--- src/sv/rtap_pkg.sv ---
// types and constants for the rom trap automap pager
// no dependencies
`timescale 1ns / 1ps

package rtap_pkg;

  localparam int PAGE_BITS = 13;
  localparam int PAGE_BYTES = 8192;
  localparam int ADDR_W = 14;

  typedef enum logic [2:0] {
    ACT_READ  = 3'd0,
    ACT_FETCH = 3'd1,
    ACT_WRITE = 3'd2,
    ACT_CTRL  = 3'd3,
    ACT_LOAD  = 3'd4
  } action_t;

  typedef enum logic [1:0] {
    MEM_NONE,
    MEM_HOST,
    MEM_IROM,
    MEM_RAM
  } mem_t;

  typedef enum logic [1:0] {
    SRC_HOST,
    SRC_IROM,
    SRC_RAM3
  } src_t;

  localparam logic [1:0] LOW_PAGE = 2'd3;
  localparam logic [5:0] HIT_TAG = 6'h3D;
  localparam logic [10:0] UNMAP_TAG = 11'h3FF;

  localparam logic [ADDR_W-1:0] TRAP_RESET = 14'h0000;
  localparam logic [ADDR_W-1:0] TRAP_RST8 = 14'h0008;
  localparam logic [ADDR_W-1:0] TRAP_INT = 14'h0038;
  localparam logic [ADDR_W-1:0] TRAP_NMI = 14'h0066;
  localparam logic [ADDR_W-1:0] TRAP_SAVE = 14'h04C6;
  localparam logic [ADDR_W-1:0] TRAP_LOAD = 14'h0562;

  localparam int CTRL_MAPRAM = 6;
  localparam int CTRL_CONMEM = 7;

  typedef struct packed {
    mem_t              mem;
    logic              wr;
    logic [1:0]        page;
    logic [ADDR_W-1:0] addr;
    logic [7:0]        data;
    logic              mapped;
  } rtap_op_t;

endpackage

--- src/sv/rtap_queue.sv ---
// two-entry operation queue between front and back end
// depends on rtap_pkg
`timescale 1ns / 1ps

module rtap_queue
  import rtap_pkg::*;
(
  input  logic     clk,
  input  logic     rst,
  input  logic     push,
  input  rtap_op_t push_op,
  output logic     full,
  input  logic     pop,
  output logic     head_valid,
  output rtap_op_t head_op
);

  rtap_op_t   entries [2];
  logic       wr_ptr;
  logic       rd_ptr;
  logic [1:0] count;

  assign full = count == 2'd2;
  assign head_valid = count != 2'd0;
  assign head_op = entries[rd_ptr];

  always_ff @(posedge clk) begin
    if (push) begin
      entries[wr_ptr] <= push_op;
    end
  end

  always_ff @(posedge clk) begin
    if (rst) begin
      wr_ptr <= 1'b0;
      rd_ptr <= 1'b0;
      count <= 2'd0;
    end else begin
      if (push) begin
        wr_ptr <= ~wr_ptr;
      end
      if (pop) begin
        rd_ptr <= ~rd_ptr;
      end
      unique case ({push, pop})
        2'b10:   count <= count + 2'd1;
        2'b01:   count <= count - 2'd1;
        default: count <= count;
      endcase
    end
  end

endmodule

--- config.mk ---
export PLATFORM = sky130hd
export DESIGN_NAME = rtap_queue
export DESIGN_NICKNAME = d
export VERILOG_FILES = /design/src/sv/rtap_pkg.sv /design/src/sv/rtap_queue.sv
export SDC_FILE = /design/constraint.sdc
export NUM_CORES = 1
export LEC_CHECK = 0
export BUFFER_PORTS_ARGS = -buffer_cell sky130_fd_sc_hd__buf_4
export CELL_PAD_IN_SITES_DETAIL_PLACEMENT = 1
export CELL_PAD_IN_SITES_GLOBAL_PLACEMENT = 2
export CORE_MARGIN = 8
export CORE_UTILIZATION = 33
export CTS_CLUSTER_SIZE = 12
export DETAILED_ROUTE_END_ITERATION = 16
export GPL_ROUTABILITY_DRIVEN = 1
export PLACE_DENSITY_LB_ADDON = 0.1
export SYNTH_ARGS = -nofsm -noshare
export SYNTH_HDL_FRONTEND = slang
export SYNTH_SLANG_ARGS = --single-unit
export TNS_END_PERCENT = 30
--- constraint.sdc ---
create_clock -name clk -period 2.2 [get_ports clk]
set_input_delay 0.55 -clock clk [delete_from_list [all_inputs] [get_ports clk]]
set_output_delay 0.55 -clock clk [all_outputs]
set_load 0.02 [all_outputs]
==> run_results.csv <==
group,metric,value,unit
timing,worstMarginPinSlew,315,ps
power_and_ir_drop,p_switching,631,µW
timing,finalCritPeriodShare,92.3,%
global_routing,grt.overflow.total,0,
worst_setup_path,crit_arrival,1480,ps
finish,final_common_cell,"buf_4",
global_routing,antenna_found_initial,0,
logic_synthesis,syn_avg_cell_area,20.4,µm²
clocking,clk_path_buf_depth,2,
place,hpwl,3120,µm
power_and_ir_drop,irDropWorstVdd,0.461,mV
logic_synthesis,yosysSeqAreaShare,80.2,%
timing,rsz0062_at_grt,"false",
logic_synthesis,synth_top_cell_area_share,75.7,%
global_routing,grt_pass1_vias,1411,
clocking,post_cts_resized,0,
logic_synthesis,netlist_area,0.00222,mm²
floorplanning,io_pins,62,
worst_setup_path,path_common_cell,"buf_4",
flow_run,drv_cap,0,
timing,max_slew_margin,79.0,%
clocking,clock_sinks,61,
drt,vias,1217,
logic_synthesis,yosys-top-cells-area,"edfxtp_1 76%, mux2_2 14%, dfxtp_1 4.5%",
timing,finalSetupViolCount,0,
worst_setup_path,worstPathCellList,"buf_4 > mux2_2 > buf_4",
drt,drtIter0Drc,36,
worst_setup_path,worst-path-max-fanout,21,
logic_synthesis,synth_nets,142,
timing,hold_viol,0,
worst_setup_path,r2r_start,"wr_ptr",
power_and_ir_drop,p_total,2.69,mW
worst_setup_path,end_kind,"primary output",
floorplanning,core.rowCount,30,
finish,fin_nets,216,
worst_setup_path,critical_path_class,"flop to primary output",
power_and_ir_drop,powerDensity,897,mW/mm²
clocking,cts_tree,"built",
global_routing,gr-usage-all-layers,9.80,%
power_and_ir_drop,power_frac_clock,34.1,%
clocking,cts_max_level,3,
worst_setup_path,crit_slowest_cell,"mux2_2",
drt,drt_wl_total,4410,µm
timing,max_freq,0.492,GHz
timing,fin_crit,2030,ps
timing,slew_viol_final,0,
floorplanning,die_w,98.1,µm
place,dp.cells,252,
finish,final_cell_mix,"65 x buf_4, 56 x edfxtp_1, 28 x mux2_2, 9 x clkbuf_8, 5 x dfxtp_1",
finish,layout-drive-gt1-share,58.5,%
drt,wl_per_cell,16.4,µm
floorplanning,fp.dieH,98.1,µm
clocking,cts_setup_buffers,0,
drt,first_pass_iters,4,
power_and_ir_drop,switching_share,23.4,%
finish,stdcell_count,268,
timing,fin_tns_setup,0,ps
timing,fin_skew,6.24,ps
hold_path,hold_class,"input pin to flop",
power_and_ir_drop,seqPwrFrac,50.9,%
floorplanning,start_util,33.4,%
clocking,clk_latency,320,ps
place,port_buffers,61,
hold_path,worstHoldStart,"push_op[22]",
clocking,cts_buffers,9,
clocking,cts_root_buf,"clkbuf_8",
power_and_ir_drop,p_leak,1.14,nW
drt,post-route-drc-count,0,
drt,vias_per_cell,4.54,
logic_synthesis,yosysTopAreaCell,"edfxtp_1",
global_routing,grt_start_max_net_pins,22,
finish,diodes,0,
worst_setup_path,max_stage_delay,390,ps
global_routing,grt_pass1_wl,7170,µm
power_and_ir_drop,p_comb_share,15.0,%
worst_setup_path,critPathLaunchType,"flop",
status,status,"finished, final reports clean",
logic_synthesis,synth_cell_types,16,
clocking,holdBufCountCts,0,
place,gp_congestion,0.658,
floorplanning,core,0.00664,mm²
power_and_ir_drop,intPower,2.06,mW
logic_synthesis,ys_seq_elements,61,
clocking,clk_pin_slew,70,ps
worst_setup_path,required,1650,ps
logic_synthesis,ys.warnings.count,0,
floorplanning,die_area,0.00962,mm²
finish,syn_to_final_growth,35.1,%
drt,ant_nets,0,
logic_synthesis,synth_cells,109,
## final cells by class
type | instances | area, µm²
multi-input combinational | 44 | 427
fill | 660 | 3640
tap | 80 | 100
timing repair buffer | 66 | 508
clock buffer | 11 | 131
clock inverter | 5 | 51.3
sequential | 61 | 1780
inverter | 1 | 3.75
## kinds of logic after synthesis
group                    count (synthesis)  synth area share (%)
AO/OA/AOI/OAI                            2                 0.450
XOR/XNOR                                 4                  1.58
adder cells (fa/ha/maj)                  1                 0.563
buffers and inverters                    4                 0.957
flip-flops                              61                  80.2
multiplexers                            28                  14.2
AND/OR/NAND/NOR                          9                  2.08
## stage by stage
stage / hold slack, ps / utilization, % / instance area (µm²) / worst slack (ps)
after detailed placement: 512 / 42.4 / 2820 / 488
after floorplan: 456 / - / 2220 / 473
after CTS: 387 / 45.2 / 3000 / 119
after global routing: 388 / 45.2 / 3000 / 69.4
after global placement: 476 / 42.4 / 2820 / 493
final: 406 / 45.2 / 3000 / 169
## layer usage
metal / routed length (µm) / track usage (%) / vias to the layer above
met5: 0 / 0 / -
met4: 96 / 6.12 / 0
met3: 321 / 4.13 / 10
met2: 2170 / 15.8 / 42
met1: 1810 / 10.4 / 599
li1: - / - / 566
## power by group through the flow
stage               clock network (mW)  registers [mW]  logic (mW)
finish                           0.920            1.37       0.404
global placement                     0            1.39       0.407
detailed placement                   0            1.40       0.412
global route                     0.994            1.38       0.436
floorplan                            0            1.39       0.222
CTS                              0.953            1.37       0.415
## worst paths after layout
kind	endpoint	slack [ps]	cells past startpoint
min reg2reg	count[1]	510	2
max reg2reg	entries[1][21]	990	2
min	entries[0][22]	410	1
max	head_op[4]	170	3
## flip-flops by register name, indices dropped and copies added, names as in the netlist, named ones only
register	count
rd_ptr	1
count	2
entries	56
wr_ptr	1
## cell usage after synthesis (all sizes together)
cell / instances
nor2: 5
or2: 1
ha: 1
xor2: 1
o21ai: 1
edfxtp: 56
inv: 1
dfxtp: 5
a21oi: 1
xnor2: 3
and2: 1
or3: 1
mux2: 28
buf: 3
and2b: 1
## worst max-delay path, delay by kind of cell, from the launching register on
| kind | cells | cell delay, ps |
|---|---|---|
| multiplexers | 1 | 390 |
| buffers and inverters | 2 | 450 |
| flip-flops | 1 | 330 |
No activity file was read; power rests on OpenSTA's default activity.
