**config.mk**
```make
export PLATFORM = sky130hd
export DESIGN_NAME = rtap_front
export DESIGN_NICKNAME = d
export VERILOG_FILES = /design/src/sv/rtap_pkg.sv /design/src/sv/rtap_front.sv
export SDC_FILE = /design/constraint.sdc
export NUM_CORES = 1
export LEC_CHECK = 0
export BUFFER_PORTS_ARGS = -buffer_cell sky130_fd_sc_hd__buf_2
export CORE_UTILIZATION = 47
export CTS_BUF_LIST = sky130_fd_sc_hd__clkbuf_16
export DETAILED_ROUTE_END_ITERATION = 10
export PLACE_DENSITY = 0.94
export SYNTH_ARGS = -nofsm -noshare
export SYNTH_HDL_FRONTEND = slang
export SYNTH_SLANG_ARGS = --single-unit
```
**constraint.sdc**
```tcl
create_clock -name clk -period 5.3 [get_ports clk]
set_input_delay 1.06 -clock clk [delete_from_list [all_inputs] [get_ports clk]]
set_output_delay 1.06 -clock clk [all_outputs]
set_load 0.02 [all_outputs]
```
**src/sv/rtap_pkg.sv**
```systemverilog
// types and constants for the rom trap automap pager
// no dependencies
`timescale 1ns / 1ps

package rtap_pkg;

  localparam int PAGE_BITS = 13;
  localparam int PAGE_BYTES = 8192;
  localparam int ADDR_W = 14;

  typedef enum logic [2:0] {
    ACT_READ  = 3'd0,
    ACT_FETCH = 3'd1,
    ACT_WRITE = 3'd2,
    ACT_CTRL  = 3'd3,
    ACT_LOAD  = 3'd4
  } action_t;

  typedef enum logic [1:0] {
    MEM_NONE,
    MEM_HOST,
    MEM_IROM,
    MEM_RAM
  } mem_t;

  typedef enum logic [1:0] {
    SRC_HOST,
    SRC_IROM,
    SRC_RAM3
  } src_t;

  localparam logic [1:0] LOW_PAGE = 2'd3;
  localparam logic [5:0] HIT_TAG = 6'h3D;
  localparam logic [10:0] UNMAP_TAG = 11'h3FF;

  localparam logic [ADDR_W-1:0] TRAP_RESET = 14'h0000;
  localparam logic [ADDR_W-1:0] TRAP_RST8 = 14'h0008;
  localparam logic [ADDR_W-1:0] TRAP_INT = 14'h0038;
  localparam logic [ADDR_W-1:0] TRAP_NMI = 14'h0066;
  localparam logic [ADDR_W-1:0] TRAP_SAVE = 14'h04C6;
  localparam logic [ADDR_W-1:0] TRAP_LOAD = 14'h0562;

  localparam int CTRL_MAPRAM = 6;
  localparam int CTRL_CONMEM = 7;

  typedef struct packed {
    mem_t              mem;
    logic              wr;
    logic [1:0]        page;
    logic [ADDR_W-1:0] addr;
    logic [7:0]        data;
    logic              mapped;
  } rtap_op_t;

endpackage

```
**src/sv/rtap_front.sv**
```systemverilog
// front end: paging state, classifies each beat into one memory operation
// depends on rtap_pkg
`timescale 1ns / 1ps

module rtap_front
  import rtap_pkg::*;
(
  input  logic              clk,
  input  logic              rst,
  input  logic              accept,
  input  logic [2:0]        action,
  input  logic [ADDR_W-1:0] address,
  input  logic [7:0]        data,
  input  logic              load_target,
  input  logic              cfg_write_enable,
  input  logic              cfg_write_data,
  output rtap_op_t          op
);

  logic       is_mapped, is_mapped_next;
  logic [1:0] page_select, page_select_next;
  logic       conmem, conmem_next;
  logic       mapram, mapram_next;
  src_t       low_source, low_source_next;
  logic       high_source, high_source_next;
  logic       low_bank_choice, low_bank_choice_next;
  logic       low_writable, low_writable_next;
  logic       high_writable, high_writable_next;
  logic       rom_write_enable;
  logic       lo;
  logic       hit;
  logic       trap;

  function automatic mem_t route(logic low, src_t ls, logic hs);
    mem_t m;
    if (low) begin
      unique case (ls)
        SRC_IROM: m = MEM_IROM;
        SRC_RAM3: m = MEM_RAM;
        default:  m = MEM_HOST;
      endcase
    end else begin
      m = hs ? MEM_RAM : MEM_HOST;
    end
    return m;
  endfunction

  assign lo = ~address[ADDR_W-1];
  assign hit = address[ADDR_W-1:8] == HIT_TAG;
  assign trap = (address == TRAP_RESET) || (address == TRAP_RST8) ||
                (address == TRAP_INT) || (address == TRAP_NMI) ||
                (address == TRAP_SAVE) || (address == TRAP_LOAD);

  always_comb begin
    is_mapped_next = is_mapped;
    page_select_next = page_select;
    conmem_next = conmem;
    mapram_next = mapram;
    low_source_next = low_source;
    high_source_next = high_source;
    low_bank_choice_next = low_bank_choice;
    low_writable_next = low_writable;
    high_writable_next = high_writable;
    op.mem = MEM_NONE;
    op.wr = 1'b0;
    op.page = lo ? LOW_PAGE : page_select;
    op.addr = address;
    op.data = data;
    unique case (action_t'(action))
      ACT_READ: begin
        op.mem = route(lo, low_source, high_source);
      end
      ACT_FETCH: begin
        if (!lo) begin
          op.mem = route(1'b0, low_source, high_source | hit);
          if (hit) begin
            high_source_next = 1'b1;
            low_source_next = low_bank_choice ? SRC_RAM3 : SRC_IROM;
            is_mapped_next = 1'b1;
          end
        end else begin
          op.mem = route(1'b1, low_source, high_source);
          if (address[ADDR_W-1:3] == UNMAP_TAG) begin
            if (!conmem) begin
              low_source_next = SRC_HOST;
              high_source_next = 1'b0;
              is_mapped_next = 1'b0;
            end
          end else if (trap) begin
            high_source_next = 1'b1;
            low_source_next = low_bank_choice ? SRC_RAM3 : SRC_IROM;
            is_mapped_next = 1'b1;
          end
        end
      end
      ACT_WRITE: begin
        op.wr = 1'b1;
        if (is_mapped) begin
          if (lo) begin
            if (low_writable && low_source == SRC_IROM) begin
              op.mem = MEM_IROM;
            end else if (low_writable && low_source == SRC_RAM3) begin
              op.mem = MEM_RAM;
            end
          end else if (high_writable && high_source) begin
            op.mem = MEM_RAM;
          end
        end
      end
      ACT_CTRL: begin
        page_select_next = data[1:0];
        conmem_next = data[CTRL_CONMEM];
        if (!data[CTRL_CONMEM] && (mapram || data[CTRL_MAPRAM])) begin
          mapram_next = 1'b1;
          low_bank_choice_next = 1'b1;
          low_writable_next = 1'b0;
          high_writable_next = data[1:0] != LOW_PAGE;
        end else begin
          low_bank_choice_next = 1'b0;
          low_writable_next = rom_write_enable;
          high_writable_next = 1'b1;
        end
        if (is_mapped || data[CTRL_CONMEM]) begin
          high_source_next = 1'b1;
          low_source_next = low_bank_choice_next ? SRC_RAM3 : SRC_IROM;
          is_mapped_next = 1'b1;
        end else begin
          low_source_next = SRC_HOST;
          high_source_next = 1'b0;
          is_mapped_next = 1'b0;
        end
      end
      ACT_LOAD: begin
        op.wr = 1'b1;
        if (!load_target) begin
          op.mem = MEM_HOST;
        end else if (lo) begin
          op.mem = MEM_IROM;
        end
      end
      default: begin
        op.mem = MEM_NONE;
      end
    endcase
    op.mapped = is_mapped_next;
  end

  always_ff @(posedge clk) begin
    if (rst) begin
      is_mapped <= 1'b0;
      page_select <= 2'd0;
      conmem <= 1'b0;
      mapram <= 1'b0;
      low_source <= SRC_HOST;
      high_source <= 1'b0;
      low_bank_choice <= 1'b0;
      low_writable <= 1'b1;
      high_writable <= 1'b1;
      rom_write_enable <= 1'b1;
    end else begin
      if (cfg_write_enable) begin
        rom_write_enable <= cfg_write_data;
      end
      if (accept) begin
        is_mapped <= is_mapped_next;
        page_select <= page_select_next;
        conmem <= conmem_next;
        mapram <= mapram_next;
        low_source <= low_source_next;
        high_source <= high_source_next;
        low_bank_choice <= low_bank_choice_next;
        low_writable <= low_writable_next;
        high_writable <= high_writable_next;
      end
    end
  end

endmodule

```
==> flow_summary.json, run 1 <==
{
  "status": "finished, final reports clean",
  "clk_latency_ns": 0.24,
  "slew_violations": 0,
  "cp_slowest_cell": "or4_1",
  "fin_ws_ns": 1.60,
  "grt_pass1_vias": 944,
  "hold_viol": 0,
  "avgSynthCellArea_sq_um": 7.75,
  "synthFlopType": "dfxtp_1",
  "dpl-instance-area_sq_um": 1160,
  "io_buffers": 50,
  "end_kind": "output port",
  "whs_path_depth": 2,
  "cts_post_setup_buffers_inserted": 0,
  "grt_use_met3": 0.0957,
  "ant_nets": 0,
  "ys_types": 47,
  "skew_ns": 0.00101,
  "tns_ns": 0,
  "grt_busiest_layer": "met2",
  "final_area_sq_um": 1240,
  "irDropWorstVdd_uv": 211,
  "boundaryPins": 59,
  "cts_sinks": 12,
  "netlist_area_sq_um": 1070,
  "fin_crit_sh": 0.698,
  "cts_tree": "yes",
  "grt_max_degree": 16,
  "met1_usage": 0.258,
  "start_util": 0.524,
  "seq_area_frac_synth": 0.225,
  "wire_per_inst_microns": 13.9,
  "tightest_slew_ns": 0.403,
  "ys_warn_count": 0,
  "startpoint_type": "input pin",
  "first_pass_iters": 4,
  "critPathRequiredTime_ns": 4.24,
  "cts_resized": 0,
  "layout-drive-gt1-share": 0.376,
  "crit_arrival_ns": 2.64,
  "path_depth": 7,
  "clockBufferDepth": 2,
  "grt_use_met2": 0.381,
  "root_buffer": "clkbuf_16",
  "synthMuxAreaShare": 0.0327,
  "reg2reg_setup_slack_ns": 3.70,
  "numCtsBuffers": 3,
  "fin_nets": 199,
  "die_area_sq_um": 2470,
  "period_needed_ns": 3.70,
  "wl_microns": 2680,
  "vias_per_cell": 5.67,
  "synth_compound_area_frac": 0.207,
  "dp_slack_ns": 1.67,
  "leakagePower_uw": 0.000562,
  "gp_congestion": 0.792,
  "critPathMaxStageDelay_ns": 0.55,
  "antenna_found_initial": 0,
  "setup_viol": 0,
  "criticalPathCategory": "input pin to output port",
  "synthArstFlopShare": 0,
  "synth_top_family_by_area": "simple AND/OR/NAND/NOR gates",
  "overflow": 0,
  "grt_pass1_wl_microns": 4310,
  "path_clk_slew_ns": 0.04,
  "cap_violations": 0,
  "power_density_nw_per_um2": 243,
  "fill_cells": 194,
  "timing.critical_path.buf_inv": 2,
  "syn_nets": 171,
  "postCtsHoldBufs": 0,
  "synth-seq-cells": 12,
  "n_antenna_cell": 0,
  "num_vias": 1088,
  "syn_to_final_growth_pct": 16.3,
  "synth_xor_area_frac": 0.00819,
  "synth-simple-area-share": 0.306,
  "cp_cell_sequence": "buf_2, or4_1, a211oi_1, o21a_2, o311ai_1, nand2_1, buf_2",
  "num_rows": 16,
  "fmax_mhz": 270,
  "synth_edf_count": 0,
  "synth_fa_ha_area_frac": 0.0234,
  "design.core.area_sq_um": 2040,
  "syn_inst": 138,
  "cp_max_fo": 4,
  "die_w_microns": 49.7,
  "relSlewSlack": 0.729,
  "drc": 0,
  "die_height_microns": 49.7,
  "rr_worst_depth": 4,
  "rsz0062_at_grt": "false",
  "crit_path_frequent_cell": "buf_2",
  "dp_hpwl_microns": 2040,
  "hp-class": "register to register",
  "drt_iter0_drc": 36,
  "cp_top_family": "compound AO/OA/AOI/OAI gates",
  "cts_max_level": 1,
  "track_usage": 0.236
}
## sequential cells by signal, summed over array words and instances, names as in the netlist
register          cells
rom_write_enable      1
mapram                1
is_mapped             1
high_source           1
conmem                1
low_writable          1
page_select           2
high_writable         1
low_bank_choice       1
low_source            2
## power by group
| part | switching [uW] | total (uW) | internal, uW |
|---|---|---|---|
| registers | 1.98 | 95.6 | 93.6 |
| logic | 42.1 | 69.1 | 27.0 |
| clock network | 39.0 | 138 | 99.2 |
| total | 83.0 | 303 | 220 |
## logic make-up (layout without fill, tap and decap cells)
group | Yosys count | in the layout
multiplexers | 3 | 3
buffers and inverters | 33 | 60
XOR/XNOR | 1 | 1
AO/OA/AOI/OAI | 32 | 32
adder cells (fa/ha/maj) | 2 | 2
flip-flops | 12 | 12
AND/OR/NAND/NOR | 55 | 55
## cells in the mapped netlist, types with 3 or more instances
library cell	instances	area, sq um
a21oi_1	10	50.1
buf_4	23	173
clkbuf_1	3	11.3
dfxtp_1	12	240
inv_1	6	22.5
nand2_1	8	30.0
nand2b_1	6	37.5
nand3_1	3	15.0
nor2_1	12	45.0
nor2b_1	4	25.0
o21ai_0	3	15.0
o21bai_1	3	22.5
o22ai_1	3	18.8
## cells in the final DEF (no fill, tap or decap), types with 2 or more instances in the layout
cell | netlist | routed
nor4_1 | 2 | 2
nor2_1 | 12 | 12
nand2b_1 | 6 | 6
mux2i_1 | 2 | 2
nand2_1 | 8 | 8
buf_2 | 1 | 50
or3b_1 | 2 | 2
nor3_1 | 2 | 2
nand3b_1 | 2 | 2
a211o_1 | 2 | 2
dfxtp_1 | 12 | 12
clkbuf_16 | 0 | 3
ha_1 | 2 | 2
nand4b_1 | 2 | 2
nor2b_1 | 4 | 4
nand3_1 | 3 | 3
o22ai_1 | 3 | 3
inv_1 | 6 | 6
o21bai_1 | 3 | 3
o21ai_0 | 3 | 3
a21oi_1 | 10 | 10
## worst min-delay path, delay by kind of cell, from the launching register on
| kind | cells | cell delay [ns] |
|---|---|---|
| DFF | 1 | 0.30 |
| and+or+nand+nor | 1 | 0.05 |
| AOI/OAI and AO/OA | 1 | 0.05 |
## metal layers
| metal | part of all wire | wire length [microns] |
|---|---|---|
| met5 | 0 | 0 |
| met4 | 0.031 | 84 |
| met3 | 0.068 | 182 |
| met2 | 0.51 | 1360 |
| met1 | 0.39 | 1050 |
## final cells by class
type,count,area [sq um],area share
Timing Repair Buffer,50,250,0.201
Inverter,6,22.5,0.0181
Clock inverter,1,3.75,0.00302
Tap cell,27,33.8,0.0272
Clock buffer,3,75.1,0.0604
Multi-Input combinational cell,93,618,0.497
Sequential cell,12,240,0.193
## worst paths after layout
kind                                 end                   startpoint
max                                op[0]                   address[6]
min          page_select[1]$_SDFFE_PP0P_  page_select[1]$_SDFFE_PP0P_
max reg2reg     high_source$_SDFFE_PP0P_          conmem$_SDFFE_PP0P_
min reg2reg  page_select[1]$_SDFFE_PP0P_  page_select[1]$_SDFFE_PP0P_
## stage by stage
step | std cells | hold WS [ns] | util | power (uW)
final | 192 | 0.450 | 0.609 | 303
after global routing | 192 | 0.478 | 0.609 | 317
after CTS | 192 | 0.450 | 0.609 | 306
after detailed placement | 188 | 0.444 | 0.570 | 165
after global placement | 188 | 0.437 | 0.570 | 163
after floorplan | 138 | 0.427 | - | 152
Power figures use the tool's default switching activity.
==> run 2, diff against run 1 <==
--- a/config.mk
+++ b/config.mk
@@ -6,10 +6,10 @@
 export NUM_CORES = 1
 export LEC_CHECK = 0
 export BUFFER_PORTS_ARGS = -buffer_cell sky130_fd_sc_hd__buf_2
-export CORE_UTILIZATION = 47
+export CORE_UTILIZATION = 44
 export CTS_BUF_LIST = sky130_fd_sc_hd__clkbuf_16
 export DETAILED_ROUTE_END_ITERATION = 10
-export PLACE_DENSITY = 0.94
+export PLACE_DENSITY = 0.89
 export SYNTH_ARGS = -nofsm -noshare
 export SYNTH_HDL_FRONTEND = slang
 export SYNTH_SLANG_ARGS = --single-unit
==> constraint.sdc (replaced) <==
create_clock -name clk -period 3.52 [get_ports clk]
set_input_delay 0.704 -clock clk [delete_from_list [all_inputs] [get_ports clk]]
set_output_delay 0.704 -clock clk [all_outputs]
set_load 0.02 [all_outputs]
==> flow_summary.json, run 2 (same netlist as run 1, synthesis figures left out) <==
{
  "gp_congestion": 0.924,
  "hp-class": "register to register",
  "criticalPathCategory": "input pin to output port",
  "postCtsHoldBufs": 0,
  "grt_max_degree": 16,
  "n_antenna_cell": 0,
  "worstReg2RegEnd": "high_source$_SDFFE_PP0P_",
  "cap_violations": 0,
  "cp_max_fo": 4,
  "cts_resized": 0,
  "fin_crit_sh": 0.816,
  "top_regs": "low_source: 2 flops, page_select: 2 flops",
  "clockBufferDepth": 2,
  "rsz0062_at_grt": "false",
  "cts_max_level": 1,
  "num_rows": 17,
  "relSlewSlack": 0.723,
  "worst_hold_slack_ns": 0.463,
  "skew_ns": 0.00102,
  "hold_viol": 0,
  "antenna_found_initial": 0,
  "layout_common_cells": "50 x buf_2, 12 x nor2_1, 12 x dfxtp_1",
  "slew_violations": 0,
  "clk_latency_ns": 0.24,
  "reg2reg_setup_slack_ns": 1.86,
  "drt_iter0_drc": 40,
  "startpoint_type": "input pin",
  "grt_pass1_wl_microns": 3730,
  "track_usage": 0.190,
  "cts_post_setup_buffers_inserted": 0,
  "grt_pass1_vias": 818,
  "cts_tree": "yes",
  "wl_microns": 2420,
  "boundaryPins": 59,
  "layout-drive-gt1-share": 0.378,
  "syn_to_final_growth_pct": 16.0,
  "path_clk_slew_ns": 0.04,
  "tns_ns": 0,
  "numCtsBuffers": 3,
  "end_kind": "output port",
  "reg2reg_from": "conmem$_SDFFE_PP0P_",
  "wire_per_inst_microns": 12.6,
  "irDropWorstVdd_uv": 264,
  "vias_per_cell": 5.32,
  "leakagePower_uw": 0.000560,
  "num_vias": 1021,
  "endpoint": "op[0]",
  "die_area_sq_um": 2630,
  "fmax_mhz": 348,
  "crit_start": "address[6]",
  "root_buffer": "clkbuf_16",
  "status": "finished, final reports clean",
  "period_needed_ns": 2.87,
  "layout_commonest_cell": "buf_2",
  "overflow": 0,
  "design.core.area_sq_um": 2250,
  "ant_nets": 0,
  "die_w_microns": 51.3,
  "first_pass_iters": 4,
  "fin_nets": 199,
  "setup_viol": 0,
  "cts_sinks": 12,
  "rr_worst_depth": 4,
  "power_density_nw_per_um2": 362,
  "io_buffers": 50,
  "critPathRequiredTime_ns": 2.82,
  "dp_hpwl_microns": 1830,
  "crit_arrival_ns": 2.17,
  "start_util": 0.474,
  "die_height_microns": 51.3,
  "drc": 0,
  "tightest_slew_ns": 0.412
}
[run 2: final cells by class]
cell class                 instances  area [sq um]
multi-input combinational         93           618
inverter                           6          22.5
timing repair buffer              50           250
sequential                        12           240
tap                               28          35.0
fill                             213          1010
clock buffer                       3          75.1
[run 2: routing by layer]
layer / GRT usage / part of all wire
met5: 0 / 0
met2: 0.294 / 0.48
met3: 0.0357 / 0.062
met4: 0.0721 / 0.015
met1: 0.259 / 0.44
[run 2: metrics by stage]
stage / cells / util / area, sq um / setup slack (ns) / power [uW]
6_report: 192 / 0.550 / 1240 / 0.647 / 449
5_1_grt: 192 / 0.550 / 1240 / 0.551 / 475
4_1_cts: 192 / 0.550 / 1240 / 0.653 / 455
3_5_place_dp: 189 / 0.517 / 1170 / 0.668 / 248
3_3_place_gp: 189 / 0.517 / 1170 / 0.709 / 246
2_1_floorplan: 138 / - / 1070 / 0.626 / 229
[run 2: power by group]
group          total [uW]  internal (uW)  switching [uW]
sequential            144            141            2.96
combinational         103           40.6            62.3
clock                 203            148            55.0
[run 2: worst min-delay path by stage]
stage | start | endpoint | depth (start not counted) | slack (ns)
3_5_place_dp | page_select[0]$_SDFFE_PP0P_ | page_select[0]$_SDFFE_PP0P_ | 2 | 0.46
5_1_grt | page_select[1]$_SDFFE_PP0P_ | page_select[1]$_SDFFE_PP0P_ | 2 | 0.48
3_3_place_gp | page_select[0]$_SDFFE_PP0P_ | page_select[0]$_SDFFE_PP0P_ | 2 | 0.44
4_1_cts | page_select[1]$_SDFFE_PP0P_ | page_select[1]$_SDFFE_PP0P_ | 2 | 0.46
6_report | page_select[1]$_SDFFE_PP0P_ | page_select[1]$_SDFFE_PP0P_ | 2 | 0.46
2_1_floorplan | low_writable$_SDFFE_PP1P_ | low_writable$_SDFFE_PP1P_ | 1 | 0.43
[run 2: critical path, stage by stage]
cell      delay, ns
buf_2          0.12
or4_1          0.51
a211oi_1       0.22
o21a_2         0.19
o311ai_1       0.13
nand2_1        0.12
buf_2          0.16
